==> src/rtl/core/dmsh_pkg.sv <==
package dmsh_pkg;

    localparam int DUTY_W    = 16;
    localparam int STEP_W    = 16;
    localparam int RATE_W    = 24;
    localparam int ELAPSED_W = 16;
    localparam int PROD_W    = RATE_W + ELAPSED_W;

    localparam logic signed [DUTY_W-1:0] DUTY_FULL  = 16'sd32767;
    localparam logic [RATE_W-1:0]        RATE_RESET = 24'd32767;
    localparam logic [STEP_W-1:0]        STEP_MAX   = 16'hFFFF;

    typedef logic signed [DUTY_W-1:0] t_duty;

    typedef struct packed {
        t_duty             target_left;
        t_duty             target_right;
        logic [STEP_W-1:0] step;
        logic              stop;
    } t_tick;

    typedef struct packed {
        t_duty applied_left;
        t_duty applied_right;
        logic  drive_enable;
    } t_drive;

    function automatic t_duty clamp_target(input t_duty target);
        return (target < -DUTY_FULL) ? -DUTY_FULL : target;
    endfunction

    // A duty that must reverse first heads to zero at twice the step.
    function automatic t_duty slew_duty(input t_duty duty, input t_duty target,
                                        input logic [STEP_W-1:0] step);
        logic               opposite;
        logic signed [17:0] goal;
        logic signed [17:0] cur;
        logic signed [17:0] stp;
        logic signed [17:0] diff;
        logic signed [17:0] span;
        logic signed [17:0] nxt;
        opposite = (target > 0 && duty < 0) || (target < 0 && duty > 0);
        cur  = 18'(duty);
        goal = opposite ? 18'sd0 : 18'(target);
        stp  = opposite ? $signed({1'b0, step, 1'b0}) : $signed({2'b00, step});
        diff = goal - cur;
        span = (diff < 0) ? -diff : diff;
        if (span <= stp) begin
            nxt = goal;
        end else if (goal > cur) begin
            nxt = cur + stp;
        end else begin
            nxt = cur - stp;
        end
        return t_duty'(nxt[DUTY_W-1:0]);
    endfunction

endpackage

==> src/rtl/core/dmsh_if.sv <==
interface dmsh_in_if;
    logic               valid;
    logic               ready;
    logic signed [15:0] target_left;
    logic signed [15:0] target_right;
    logic [15:0]        elapsed;
    logic               stop_request;

    modport source (output valid, target_left, target_right, elapsed, stop_request,
                    input ready);
    modport sink (input valid, target_left, target_right, elapsed, stop_request,
                  output ready);
endinterface

interface dmsh_cfg_if;
    logic        valid;
    logic        ready;
    logic [23:0] ramp_rate;

    modport source (output valid, ramp_rate, input ready);
    modport sink (input valid, ramp_rate, output ready);
endinterface

interface dmsh_out_if #(
    parameter int PWM_BITS = 10
);
    logic                valid;
    logic                ready;
    logic [PWM_BITS-1:0] left_forward_level;
    logic [PWM_BITS-1:0] left_reverse_level;
    logic [PWM_BITS-1:0] right_forward_level;
    logic [PWM_BITS-1:0] right_reverse_level;
    logic                drive_enable;
    logic signed [15:0]  applied_left;
    logic signed [15:0]  applied_right;

    modport source (output valid, left_forward_level, left_reverse_level,
                    right_forward_level, right_reverse_level, drive_enable,
                    applied_left, applied_right, input ready);
    modport sink (input valid, left_forward_level, left_reverse_level,
                  right_forward_level, right_reverse_level, drive_enable,
                  applied_left, applied_right, output ready);
endinterface

==> src/rtl/core/dmsh_step.sv <==
module dmsh_step
    import dmsh_pkg::*;
(
    input  logic         i_clk,
    input  logic         i_rst_n,
    dmsh_cfg_if.sink     i_cfg,
    dmsh_in_if.sink      i_tick,
    output logic         o_valid,
    output t_tick        o_tick,
    input  logic         i_ready
);

    logic [RATE_W-1:0]        r_rate;
    logic                     r_valid;
    t_tick                    r_tick;
    t_tick                    n_tick;
    logic [PROD_W-1:0]        w_prod;
    logic [PROD_W-17:0]       w_scaled;

    assign i_cfg.ready  = 1'b1;
    assign i_tick.ready = !r_valid || i_ready;

    assign w_prod   = PROD_W'(r_rate) * PROD_W'(i_tick.elapsed);
    assign w_scaled = w_prod[PROD_W-1:16];

    always_comb begin
        n_tick.target_left  = clamp_target(i_tick.target_left);
        n_tick.target_right = clamp_target(i_tick.target_right);
        n_tick.step         = (|w_scaled[PROD_W-17:STEP_W]) ? STEP_MAX
                                                            : w_scaled[STEP_W-1:0];
        n_tick.stop         = i_tick.stop_request;
    end

    always_ff @(posedge i_clk) begin
        if (!i_rst_n) begin
            r_rate <= RATE_RESET;
        end else if (i_cfg.valid) begin
            r_rate <= i_cfg.ramp_rate;
        end
    end

    always_ff @(posedge i_clk) begin
        if (!i_rst_n) begin
            r_valid <= 1'b0;
        end else if (i_tick.ready) begin
            r_valid <= i_tick.valid;
        end
    end

    always_ff @(posedge i_clk) begin
        if (i_tick.valid && i_tick.ready) begin
            r_tick <= n_tick;
        end
    end

    assign o_valid = r_valid;
    assign o_tick  = r_tick;

endmodule

==> src/rtl/core/dmsh_slew.sv <==
module dmsh_slew
    import dmsh_pkg::*;
(
    input  logic   i_clk,
    input  logic   i_rst_n,
    input  logic   i_valid,
    input  t_tick  i_tick,
    output logic   o_ready,
    output logic   o_valid,
    output t_drive o_drive,
    input  logic   i_ready
);

    logic   r_valid;
    t_drive r_drive;
    t_drive n_drive;

    assign o_ready = !r_valid || i_ready;

    // The applied duties held in the result register are the motor state.
    always_comb begin
        if (i_tick.stop) begin
            n_drive = '0;
        end else begin
            n_drive.applied_left  = slew_duty(r_drive.applied_left, i_tick.target_left,
                                              i_tick.step);
            n_drive.applied_right = slew_duty(r_drive.applied_right, i_tick.target_right,
                                              i_tick.step);
            n_drive.drive_enable  = (n_drive.applied_left != 0)
                                 || (n_drive.applied_right != 0)
                                 || (i_tick.target_left != 0)
                                 || (i_tick.target_right != 0);
        end
    end

    always_ff @(posedge i_clk) begin
        if (!i_rst_n) begin
            r_valid <= 1'b0;
            r_drive <= '0;
        end else begin
            if (o_ready) begin
                r_valid <= i_valid;
            end
            if (i_valid && o_ready) begin
                r_drive <= n_drive;
            end
        end
    end

    assign o_valid = r_valid;
    assign o_drive = r_drive;

endmodule

==> src/rtl/core/dmsh_level.sv <==
module dmsh_level
    import dmsh_pkg::*;
#(
    parameter int PWM_BITS = 10
) (
    input  logic        i_clk,
    input  logic        i_rst_n,
    input  logic        i_valid,
    input  t_drive      i_drive,
    output logic        o_ready,
    dmsh_out_if.source  o_result
);

    localparam int LVL_PROD_W = 15 + PWM_BITS;

    logic                r_valid;
    logic [PWM_BITS-1:0] r_left_fwd;
    logic [PWM_BITS-1:0] r_left_rev;
    logic [PWM_BITS-1:0] r_right_fwd;
    logic [PWM_BITS-1:0] r_right_rev;
    logic                r_enable;
    t_duty               r_applied_left;
    t_duty               r_applied_right;
    logic [PWM_BITS-1:0] w_left_lvl;
    logic [PWM_BITS-1:0] w_right_lvl;

    // Magnitude times full PWM scale, divided by 32767 through a shift and
    // at most three correction steps on the remainder.
    function automatic logic [PWM_BITS-1:0] level_of(input t_duty duty);
        logic [14:0]           mag;
        logic [LVL_PROD_W-1:0] prod;
        logic [PWM_BITS-1:0]   q0;
        logic [16:0]           rem;
        logic [PWM_BITS:0]     q;
        mag  = (duty < 0) ? 15'(-duty) : 15'(duty);
        prod = {mag, {PWM_BITS{1'b0}}} - LVL_PROD_W'(mag);
        q0   = prod[LVL_PROD_W-1:15];
        rem  = 17'(prod[14:0]) + 17'(q0);
        if (rem >= 17'd98301) begin
            q = (PWM_BITS+1)'(q0) + (PWM_BITS+1)'(2'd3);
        end else if (rem >= 17'd65534) begin
            q = (PWM_BITS+1)'(q0) + (PWM_BITS+1)'(2'd2);
        end else if (rem >= 17'd32767) begin
            q = (PWM_BITS+1)'(q0) + (PWM_BITS+1)'(2'd1);
        end else begin
            q = (PWM_BITS+1)'(q0);
        end
        return q[PWM_BITS-1:0];
    endfunction

    assign w_left_lvl  = level_of(i_drive.applied_left);
    assign w_right_lvl = level_of(i_drive.applied_right);

    assign o_ready = !r_valid || o_result.ready;

    always_ff @(posedge i_clk) begin
        if (!i_rst_n) begin
            r_valid <= 1'b0;
        end else if (o_ready) begin
            r_valid <= i_valid;
        end
    end

    always_ff @(posedge i_clk) begin
        if (i_valid && o_ready) begin
            r_left_fwd      <= (i_drive.applied_left > 0) ? w_left_lvl : '0;
            r_left_rev      <= (i_drive.applied_left < 0) ? w_left_lvl : '0;
            r_right_fwd     <= (i_drive.applied_right > 0) ? w_right_lvl : '0;
            r_right_rev     <= (i_drive.applied_right < 0) ? w_right_lvl : '0;
            r_enable        <= i_drive.drive_enable;
            r_applied_left  <= i_drive.applied_left;
            r_applied_right <= i_drive.applied_right;
        end
    end

    assign o_result.valid               = r_valid;
    assign o_result.left_forward_level  = r_left_fwd;
    assign o_result.left_reverse_level  = r_left_rev;
    assign o_result.right_forward_level = r_right_fwd;
    assign o_result.right_reverse_level = r_right_rev;
    assign o_result.drive_enable        = r_enable;
    assign o_result.applied_left        = r_applied_left;
    assign o_result.applied_right       = r_applied_right;

endmodule

==> src/rtl/core/dual_motor_slew_limited_hbridge_drive_top.sv <==
// Slew-limited drive for two H-bridge motors.
// Each transfer on i_tick carries two signed Q1.15 duty targets, the time since
// the previous tick in units of 1/65536 second and a stop flag. Each transfer
// on o_result carries the four bridge PWM levels, the enable and both applied
// duties after the ramp step of that tick has been applied.
// A write on i_cfg sets the ramp rate; it is always ready and should only be
// used while no tick is in flight.
// A tick passes three registers: the input stage forms the ramp step with one
// multiplier, the slew stage updates the applied duties, and the level stage
// scales them to PWM levels. Its result is held in the level stage register,
// and one tick is taken every cycle at full rate, while o_result is ready.
// Reset clears the applied duties and the enable and restores the ramp rate to
// 32767. When the receiver stalls, results hold in the output register and
// ready falls stage by stage, so up to three ticks are taken before i_tick
// stops accepting.
module dual_motor_slew_limited_hbridge_drive_top
    import dmsh_pkg::*;
#(
    parameter int PWM_BITS = 10
) (
    input  logic        i_clk,
    input  logic        i_rst_n,
    dmsh_cfg_if.sink    i_cfg,
    dmsh_in_if.sink     i_tick,
    dmsh_out_if.source  o_result
);

    logic   w_step_valid;
    t_tick  w_step_tick;
    logic   w_slew_ready;
    logic   w_slew_valid;
    t_drive w_slew_drive;
    logic   w_level_ready;

    dmsh_step u_step (
        .i_clk   (i_clk),
        .i_rst_n (i_rst_n),
        .i_cfg   (i_cfg),
        .i_tick  (i_tick),
        .o_valid (w_step_valid),
        .o_tick  (w_step_tick),
        .i_ready (w_slew_ready)
    );

    dmsh_slew u_slew (
        .i_clk   (i_clk),
        .i_rst_n (i_rst_n),
        .i_valid (w_step_valid),
        .i_tick  (w_step_tick),
        .o_ready (w_slew_ready),
        .o_valid (w_slew_valid),
        .o_drive (w_slew_drive),
        .i_ready (w_level_ready)
    );

    dmsh_level #(
        .PWM_BITS (PWM_BITS)
    ) u_level (
        .i_clk    (i_clk),
        .i_rst_n  (i_rst_n),
        .i_valid  (w_slew_valid),
        .i_drive  (w_slew_drive),
        .o_ready  (w_level_ready),
        .o_result (o_result)
    );

endmodule

==> src/flat_wrapper.sv <==
// flat-port wrapper written by rule: the top's interface ports become plain ports
module dual_motor_slew_limited_hbridge_drive_top_flat import dmsh_pkg::*;
#(
    parameter int PWM_BITS = 10
)
  (i_clk, i_rst_n, i_cfg_valid, i_cfg_ramp_rate, i_cfg_ready, i_tick_valid, i_tick_target_left, i_tick_target_right, i_tick_elapsed, i_tick_stop_request, i_tick_ready, o_result_valid, o_result_left_forward_level, o_result_left_reverse_level, o_result_right_forward_level, o_result_right_reverse_level, o_result_drive_enable, o_result_applied_left, o_result_applied_right, o_result_ready);
  dmsh_cfg_if i_cfg_i ();
  dmsh_in_if i_tick_i ();
  dmsh_out_if #(.PWM_BITS(PWM_BITS)) o_result_i ();
  input  logic i_clk;
  input  logic i_rst_n;
  input wire logic [$bits(i_cfg_i.valid)-1:0] i_cfg_valid;
  input wire logic [$bits(i_cfg_i.ramp_rate)-1:0] i_cfg_ramp_rate;
  output wire logic [$bits(i_cfg_i.ready)-1:0] i_cfg_ready;
  input wire logic [$bits(i_tick_i.valid)-1:0] i_tick_valid;
  input wire logic [$bits(i_tick_i.target_left)-1:0] i_tick_target_left;
  input wire logic [$bits(i_tick_i.target_right)-1:0] i_tick_target_right;
  input wire logic [$bits(i_tick_i.elapsed)-1:0] i_tick_elapsed;
  input wire logic [$bits(i_tick_i.stop_request)-1:0] i_tick_stop_request;
  output wire logic [$bits(i_tick_i.ready)-1:0] i_tick_ready;
  output wire logic [$bits(o_result_i.valid)-1:0] o_result_valid;
  output wire logic [$bits(o_result_i.left_forward_level)-1:0] o_result_left_forward_level;
  output wire logic [$bits(o_result_i.left_reverse_level)-1:0] o_result_left_reverse_level;
  output wire logic [$bits(o_result_i.right_forward_level)-1:0] o_result_right_forward_level;
  output wire logic [$bits(o_result_i.right_reverse_level)-1:0] o_result_right_reverse_level;
  output wire logic [$bits(o_result_i.drive_enable)-1:0] o_result_drive_enable;
  output wire logic [$bits(o_result_i.applied_left)-1:0] o_result_applied_left;
  output wire logic [$bits(o_result_i.applied_right)-1:0] o_result_applied_right;
  input wire logic [$bits(o_result_i.ready)-1:0] o_result_ready;
  assign i_cfg_i.valid = i_cfg_valid;
  assign i_cfg_i.ramp_rate = i_cfg_ramp_rate;
  assign i_cfg_ready = i_cfg_i.ready;
  assign i_tick_i.valid = i_tick_valid;
  assign i_tick_i.target_left = i_tick_target_left;
  assign i_tick_i.target_right = i_tick_target_right;
  assign i_tick_i.elapsed = i_tick_elapsed;
  assign i_tick_i.stop_request = i_tick_stop_request;
  assign i_tick_ready = i_tick_i.ready;
  assign o_result_valid = o_result_i.valid;
  assign o_result_left_forward_level = o_result_i.left_forward_level;
  assign o_result_left_reverse_level = o_result_i.left_reverse_level;
  assign o_result_right_forward_level = o_result_i.right_forward_level;
  assign o_result_right_reverse_level = o_result_i.right_reverse_level;
  assign o_result_drive_enable = o_result_i.drive_enable;
  assign o_result_applied_left = o_result_i.applied_left;
  assign o_result_applied_right = o_result_i.applied_right;
  assign o_result_i.ready = o_result_ready;
  dual_motor_slew_limited_hbridge_drive_top #(.PWM_BITS(PWM_BITS)) u_core (.i_clk(i_clk), .i_rst_n(i_rst_n), .i_cfg(i_cfg_i), .i_tick(i_tick_i), .o_result(o_result_i));
endmodule
==> config.mk <==
export PLATFORM = sky130hd
export DESIGN_NAME = dual_motor_slew_limited_hbridge_drive_top_flat
export DESIGN_NICKNAME = d
export VERILOG_FILES = /design/src/rtl/core/dmsh_pkg.sv /design/src/rtl/core/dmsh_if.sv /design/src/rtl/core/dmsh_step.sv /design/src/rtl/core/dmsh_slew.sv /design/src/rtl/core/dmsh_level.sv /design/src/rtl/core/dual_motor_slew_limited_hbridge_drive_top.sv /design/src/flat_wrapper.sv
export SDC_FILE = /design/constraint.sdc
export NUM_CORES = 2
export LEC_CHECK = 0
export BUFFER_PORTS_ARGS = -buffer_cell sky130_fd_sc_hd__buf_2
export CORE_ASPECT_RATIO = 0.9
export CORE_MARGIN = 8
export CORE_UTILIZATION = 45
export CTS_CLUSTER_DIAMETER = 150
export CTS_CLUSTER_SIZE = 24
export DETAILED_ROUTE_END_ITERATION = 7
export SLEW_MARGIN = 25
export SYNTH_ARGS = -nofsm -noshare
export SYNTH_HDL_FRONTEND = slang
export SYNTH_SLANG_ARGS = --single-unit
==> constraint.sdc <==
create_clock -name i_clk -period 9.83 [get_ports i_clk]
set_clock_uncertainty 0.15 [all_clocks]
set_input_delay 1.4745 -clock i_clk [delete_from_list [all_inputs] [get_ports i_clk]]
set_output_delay 1.4745 -clock i_clk [all_outputs]
set_load 0.02 [all_outputs]
# Yosys cells after proc, flatten, opt, wreduce, memory -nomap -nowiden

Index checks and enable logic that the tools add are counted.

Bits in registers: 182
Latch bits: 0
Memory bits (writable): 0
Bits in read-only memories: 0
Output and inout bits: 76
Logic and storage cells: 105
Memories: 0

$add $sub $neg: 20
$mul: 1
Divide/modulo/power cells: 0
$lt $le $gt $ge: 22
Eq/ne operators: 0
Shifts and indexed selects: 0
Multiplexer cells: 21
Bitwise gates (word level): 0
Reduce and logical (&&, ||, !) cells: 23

Operators by type and width:

| operator                                                            | count |
|---|---|
| nonzero test 32 bit                                                 | 4 |
| two-way mux 16 bit                                                  | 6 |
| two-way mux 18 bit                                                  | 4 |
| > comparator 16 x 1 -> 1 bit, second input constant                 | 4 |
| less-than comparator 16 x 1 -> 1 bit, second input constant         | 4 |
| two-way mux 10 bit                                                  | 6 |
| subtractor 25 x 15 -> 25 bit                                        | 2 |
| adder 10 x 2 -> 10 bit, second input constant                       | 4 |
| multiplier 24 x 16 -> 40 bit                                        | 1 |
| > comparator 18 x 16 -> 1 bit                                       | 2 |
| less-or-equal comparator 18 bit                                     | 2 |
| less-than comparator 18 x 1 -> 1 bit, second input constant         | 2 |
| negator 18 bit                                                      | 2 |
| subtractor 18 x 16 -> 18 bit                                        | 2 |
| greater-or-equal comparator 16 x 17 -> 1 bit, second input constant | 2 |
| two-way mux 17 bit                                                  | 2 |
| two-way mux 33 bit                                                  | 1 |
| adder 15 x 10 -> 16 bit                                             | 2 |
| adder 16 bit                                                        | 2 |
| greater-or-equal comparator 16 x 15 -> 1 bit, second input constant | 2 |
| greater-or-equal comparator 16 bit, second input constant           | 2 |
| less-than comparator 16 bit, second input constant                  | 2 |
| subtractor 16 bit                                                   | 2 |
| two-way mux 15 bit                                                  | 2 |
| 6 further kinds                                                     | 23 |

# Longest topological paths before layout

Depth after elaboration: 15
Depth in mapped cells: 36
Gate-level depth less buffers: 31

# Cells and area by module

A second synthesis with hierarchy kept.

Cell total of the unflattened synthesis: 3626
Area total of the unflattened synthesis: 30764.5 um^2

By module, submodules not included:

| module     | times used | cells each | area each (um^2) |
|---|---|---|---|
| dmsh_step  | 1          | 1664       | 15273.4 |
| dmsh_slew  | 1          | 1132       | 8095.3 |
| dmsh_level | 1          | 830        | 7395.8 |

# Worst setup path after synthesis

OpenSTA, ideal clock, no wires.

Path kind: input port to flip-flop
Start: input port i_tick_elapsed[6]
End: register u_core.u_step.r_tick (netlist bit u_core.u_step.o_tick[6]), data pin
Library setup time: 147 ps
Data arrival time: 7878 ps
Slack: 1655 ps
Cell stages on the path: 25
Cell sequence: clkbuf_1 -> nand2_1 -> fa_1 -> inv_1 -> fa_1 -> inv_1 -> fa_1 -> inv_1 -> fa_1 -> inv_1 -> fa_1 -> inv_1 -> fa_1 -> ha_1 -> nand2_1 -> or4b_2 -> nand2_1 -> o211ai_1 -> o31a_1 -> o21bai_1 -> a211oi_1 -> or3_1 -> o211ai_1 -> clkbuf_1 -> o21bai_1

Word-level cells in the longest chain between the ends: 2

RTL lines:

| item                           | RTL line           | RTL |
|---|---|---|
| start, declared                | flat_wrapper.sv:18 | `input wire logic [$bits(i_tick_i.elapsed)-1:0] i_tick_elapsed;` |
| multiplier 24 x 16 -> 40 bit * | dmsh_step.sv:23    | `assign w_prod = PROD_W'(r_rate) * PROD_W'(i_tick.elapsed);` |
| OR reduction 8 bit             | dmsh_step.sv:29    | `n_tick.step = (\|w_scaled[PROD_W-17:STEP_W]) ? STEP_MAX` |
| end signal, assigned           | dmsh_step.sv:52    | `r_tick <= n_tick;` |
| end, declared                  | dmsh_step.sv:15    | `t_tick r_tick;` |

Every way passes the cells marked *; elsewhere a longest branch is shown, timed or not.
A chain may end at the register's enable or synchronous reset.

# Worst setup path in the final report

Start: register u_core.u_slew.r_drive (netlist bit u_core.u_slew.o_drive[2])
End: register u_core.u_slew.r_drive (netlist bit u_core.u_slew.o_drive[0])

Word-level cells in the longest chain between the ends: 15
Elaborated cells between the ends (all ways): 23
Those cells by class: 4 x add/sub; 5 x order compare; 7 x mux; 7 x reduce/logical

RTL lines:

| item                                                                                        | RTL line        | RTL |
|---|---|---|
| start, declared                                                                             | dmsh_slew.sv:15 | `t_drive r_drive;` |
| start signal, assigned                                                                      | dmsh_slew.sv:45 | `r_drive <= n_drive;` |
| less-than comparator 16 x 1 -> 1 bit / > comparator 16 x 1 -> 1 bit (equally long branches) | dmsh_pkg.sv:42  | `opposite = (target > 0 && duty < 0) \|\| (target < 0 && duty > 0);` |
| logical AND 1 bit                                                                           | dmsh_pkg.sv:42  |  |
| logical OR 1 bit                                                                            | dmsh_pkg.sv:42  |  |
| two-way mux 18 bit                                                                          | dmsh_pkg.sv:44  | `goal = opposite ? 18'sd0 : 18'(target);` |
| subtractor 18 x 16 -> 18 bit                                                                | dmsh_pkg.sv:46  | `diff = goal - cur;` |
| negator 18 bit / less-than comparator 18 x 1 -> 1 bit (equally long branches)               | dmsh_pkg.sv:47  | `span = (diff < 0) ? -diff : diff;` |
| two-way mux 18 bit                                                                          | dmsh_pkg.sv:47  |  |
| less-or-equal comparator 18 bit                                                             | dmsh_pkg.sv:48  | `if (span <= stp) begin` |
| two-way mux 16 bit *                                                                        | dmsh_pkg.sv:48  |  |
| two-way mux 16 bit *                                                                        | dmsh_slew.sv:22 | `if (i_tick.stop) begin` |
| nonzero test 32 bit *                                                                       | dmsh_slew.sv:30 | `\|\| (n_drive.applied_right != 0)` |
| logical OR 1 bit *                                                                          | dmsh_slew.sv:30 |  |
| logical OR 1 bit *                                                                          | dmsh_slew.sv:31 | `\|\| (i_tick.target_left != 0)` |
| logical OR 1 bit *                                                                          | dmsh_slew.sv:32 | `\|\| (i_tick.target_right != 0);` |
| two-way mux 33 bit *                                                                        | dmsh_slew.sv:22 |  |

Every way passes the cells marked *; elsewhere a longest branch is shown, timed or not. The select of a mux whose other input is x is not followed.

==> impl_metrics.json <==
{
  "r2r_slack_ns": 1.23,
  "coreArea_um2": 62700,
  "drc": 0,
  "worst_path_max_delay_cell": "or4b_2",
  "h-tree-depth": 4,
  "start_kind": "flop",
  "rows": 87,
  "dieArea_um2": 71800,
  "synth-edff-count": 122,
  "hold_class": "reg -> reg",
  "ys_warn_count": 0,
  "timing.final.hold_violations": 0,
  "antenna_found_initial": 1,
  "syn_area_um2": 28600,
  "hpwl_um": 66800,
  "io_buffers": 152,
  "clk-insertion-delay-late_ns": 0.51,
  "cts_setup_buffers": 0,
  "synth_top_cell_area_share": 0.218,
  "multiInputGateArea_um2": 21500,
  "root_buffer": "clkbuf_16",
  "cts_made_buffers": 17,
  "cts_hold_buffers": 0,
  "syn-mean-instance-area_um2": 8.57,
  "fin_crit_ns": 8.60,
  "ant_nets": 0,
  "arrival_ns": 8.82,
  "fin_setup_tns_ns": 0,
  "clkSlewWorstSetupHoldPaths_ns": 0.10,
  "tightest_slew_ns": 1.04,
  "synth-seq-area-share": 0.170,
  "critPathTopFamily": "compound AO/OA/AOI/OAI gates",
  "area_growth_pct": 6.83,
  "final_nets": 3990,
  "yosys_most_used_dff": "edfxtp_1",
  "cts-resized-gates": 0,
  "synth_top_area_cell": "fa_1",
  "drtPass1Iterations": 6,
  "vias": 23900,
  "synth_async_sr_flop_share": 0,
  "wire_per_inst_um": 19.9,
  "final-seq-area_um2": 4860,
  "grt_setup_unrepaired": "false",
  "place_congestion": 0.935,
  "end_kind": "flop",
  "io_pins": 154,
  "slew_viol_final": 0,
  "grt_start_max_net_pins": 74,
  "initial_utilization": 0.455,
  "synth_fp_nets": 3967,
  "die_h_um": 255,
  "synth-seq-cells": 182,
  "viasPerCell": 5.67,
  "critPathKind": "reg -> reg",
  "slew_headroom": 0.305,
  "cp_num_buf_inv": 3,
  "cts.sinks": 182,
  "cp_max_fo": 22,
  "ys_top_cells_by_area": "fa_1 22%, edfxtp_1 13%, ha_1 11%",
  "ys_types": 90,
  "diodes": 0,
  "post-route-period-util": 0.875,
  "max_stage_delay_ns": 0.63,
  "grt_pass1_vias": 24200,
  "max_freq_mhz": 116,
  "path_common_cell": "o21ai_0",
  "setup_viol": 0,
  "wl_um": 83800,
  "drt_iter0_drc": 1980,
  "clockBufferDepth": 2,
  "synth_common_cells": "421 x inv_1, 389 x nand2_1, 311 x fa_1",
  "grt_overflow_total": 0,
  "outcome": "finished, final reports clean",
  "fillerInstances": 6086,
  "track_usage": 0.235,
  "die_x_um": 282,
  "grt_first_pass_wirelength_um": 134000,
  "cts_tree": "built",
  "drv_cap": 0,
  "post-synth-top-count-cell": "inv_1",
  "crit_required_ns": 10.05,
  "synthCells": 3331,
  "drive_above_1_share": 0.0793
}
## final timing paths
path                                          startpoint                       end  depth (start not counted)
worst max-delay path            u_core.u_slew.o_drive[2]  u_core.u_slew.o_drive[0]                         30
worst min-delay path            u_core.u_step.r_rate[10]  u_core.u_step.r_rate[10]                          2
worst max register to register  u_core.u_slew.o_drive[2]  u_core.u_slew.o_drive[0]                         30
worst min register to register  u_core.u_step.r_rate[10]  u_core.u_step.r_rate[10]                          2
## routing by layer
layer  global-route usage  wire length (um)  up-vias
li1                     -                 -    11300
met1                0.320             37600    11700
met2                0.388             38800      806
met3               0.0291              5220      109
met4               0.0740              2220        0
met5                    0                 0        -
## through the flow
step,hold slack (ns),area [um2],setup slack (ns),cells,utilization
final,0.331,30500,1.23,4212,0.487
after global routing,0.352,30500,0.622,4212,0.487
after CTS,0.334,30500,1.29,4212,0.487
after detailed placement,0.292,29900,0.930,4180,0.478
after global placement,0.272,29900,1.06,4180,0.477
after floorplan,0.256,28600,1.66,3331,-
## worst reg2reg max path: cells and delay by family, from the launching register on
kind	cells	cell delay (ns)
AOI/OAI and AO/OA	14	3.25
adders and majority gates	3	1.02
xor gates and xnor gates	1	0.16
and+or+nand+nor	9	2.68
DFF	1	0.41
buffers and inverters	3	0.82
## flip-flops by register name (all words and copies together) (netlist names)
name and flops:
u_core.u_slew.o_valid 1, u_core.u_level.o_result.applied_right 16, u_core.u_level.o_result.right_reverse_level 10, u_core.u_level.o_result.right_forward_level 10, u_core.u_level.o_result.left_forward_level 10, u_core.u_step.r_rate 24, u_core.u_slew.o_drive 33, u_core.u_level.o_result.valid 1
u_core.u_step.o_tick 49, u_core.u_level.o_result.left_reverse_level 10, u_core.u_level.o_result.drive_enable 1, u_core.u_level.o_result.applied_left 16, u_core.u_step.o_valid 1
## kinds of logic (layout without fill, tap and decap cells)
kind of cell / after synthesis / in the layout / share of synthesized area
AND/OR/NAND/NOR: 1141 / 1141 / 0.200
buffers and inverters: 600 / 636 / 0.0797
AO/OA/AOI/OAI: 568 / 568 / 0.134
adder cells (fa/ha/maj): 559 / 559 / 0.327
XOR/XNOR: 209 / 209 / 0.0641
flip-flops: 182 / 182 / 0.170
multiplexers: 71 / 71 / 0.0252
other: 1 / 1 / 0.000131
## placed cells by master (no fill, tap or decap), types with 22 or more instances in the layout
| cell type | instances |
|---|---|
| inv_1 | 421 |
| nand2_1 | 389 |
| fa_1 | 311 |
| ha_1 | 247 |
| and2_1 | 194 |
| nor2_1 | 179 |
| buf_2 | 152 |
| a21oi_1 | 138 |
| xnor2_1 | 127 |
| edfxtp_1 | 122 |
| o21ai_0 | 97 |
| xor2_1 | 82 |
| mux2i_1 | 64 |
| nand3_1 | 60 |
| dfxtp_1 | 60 |
| nor3_1 | 56 |
| a21o_1 | 51 |
| nand2b_1 | 44 |
| nand4_1 | 43 |
| nor4_1 | 29 |
| buf_4 | 29 |
| a211oi_1 | 28 |
| a31oi_1 | 27 |
| o21a_1 | 26 |
| and3_1 | 26 |
| a22oi_1 | 26 |
| or3_1 | 22 |
## layout make-up
cell class / count / share of cell area
flip-flops and latches: 182 / 0.159
clock inverters: 15 / 0.00459
inverters: 423 / 0.0520
repair buffers: 181 / 0.0321
well taps: 845 / 0.0347
multi-input cells: 2549 / 0.703
clock buffers: 17 / 0.0139
Power is left out: the tool's default activity adds up to more than one toggle a clock period on the data nets, which glitch-free logic cannot reach.
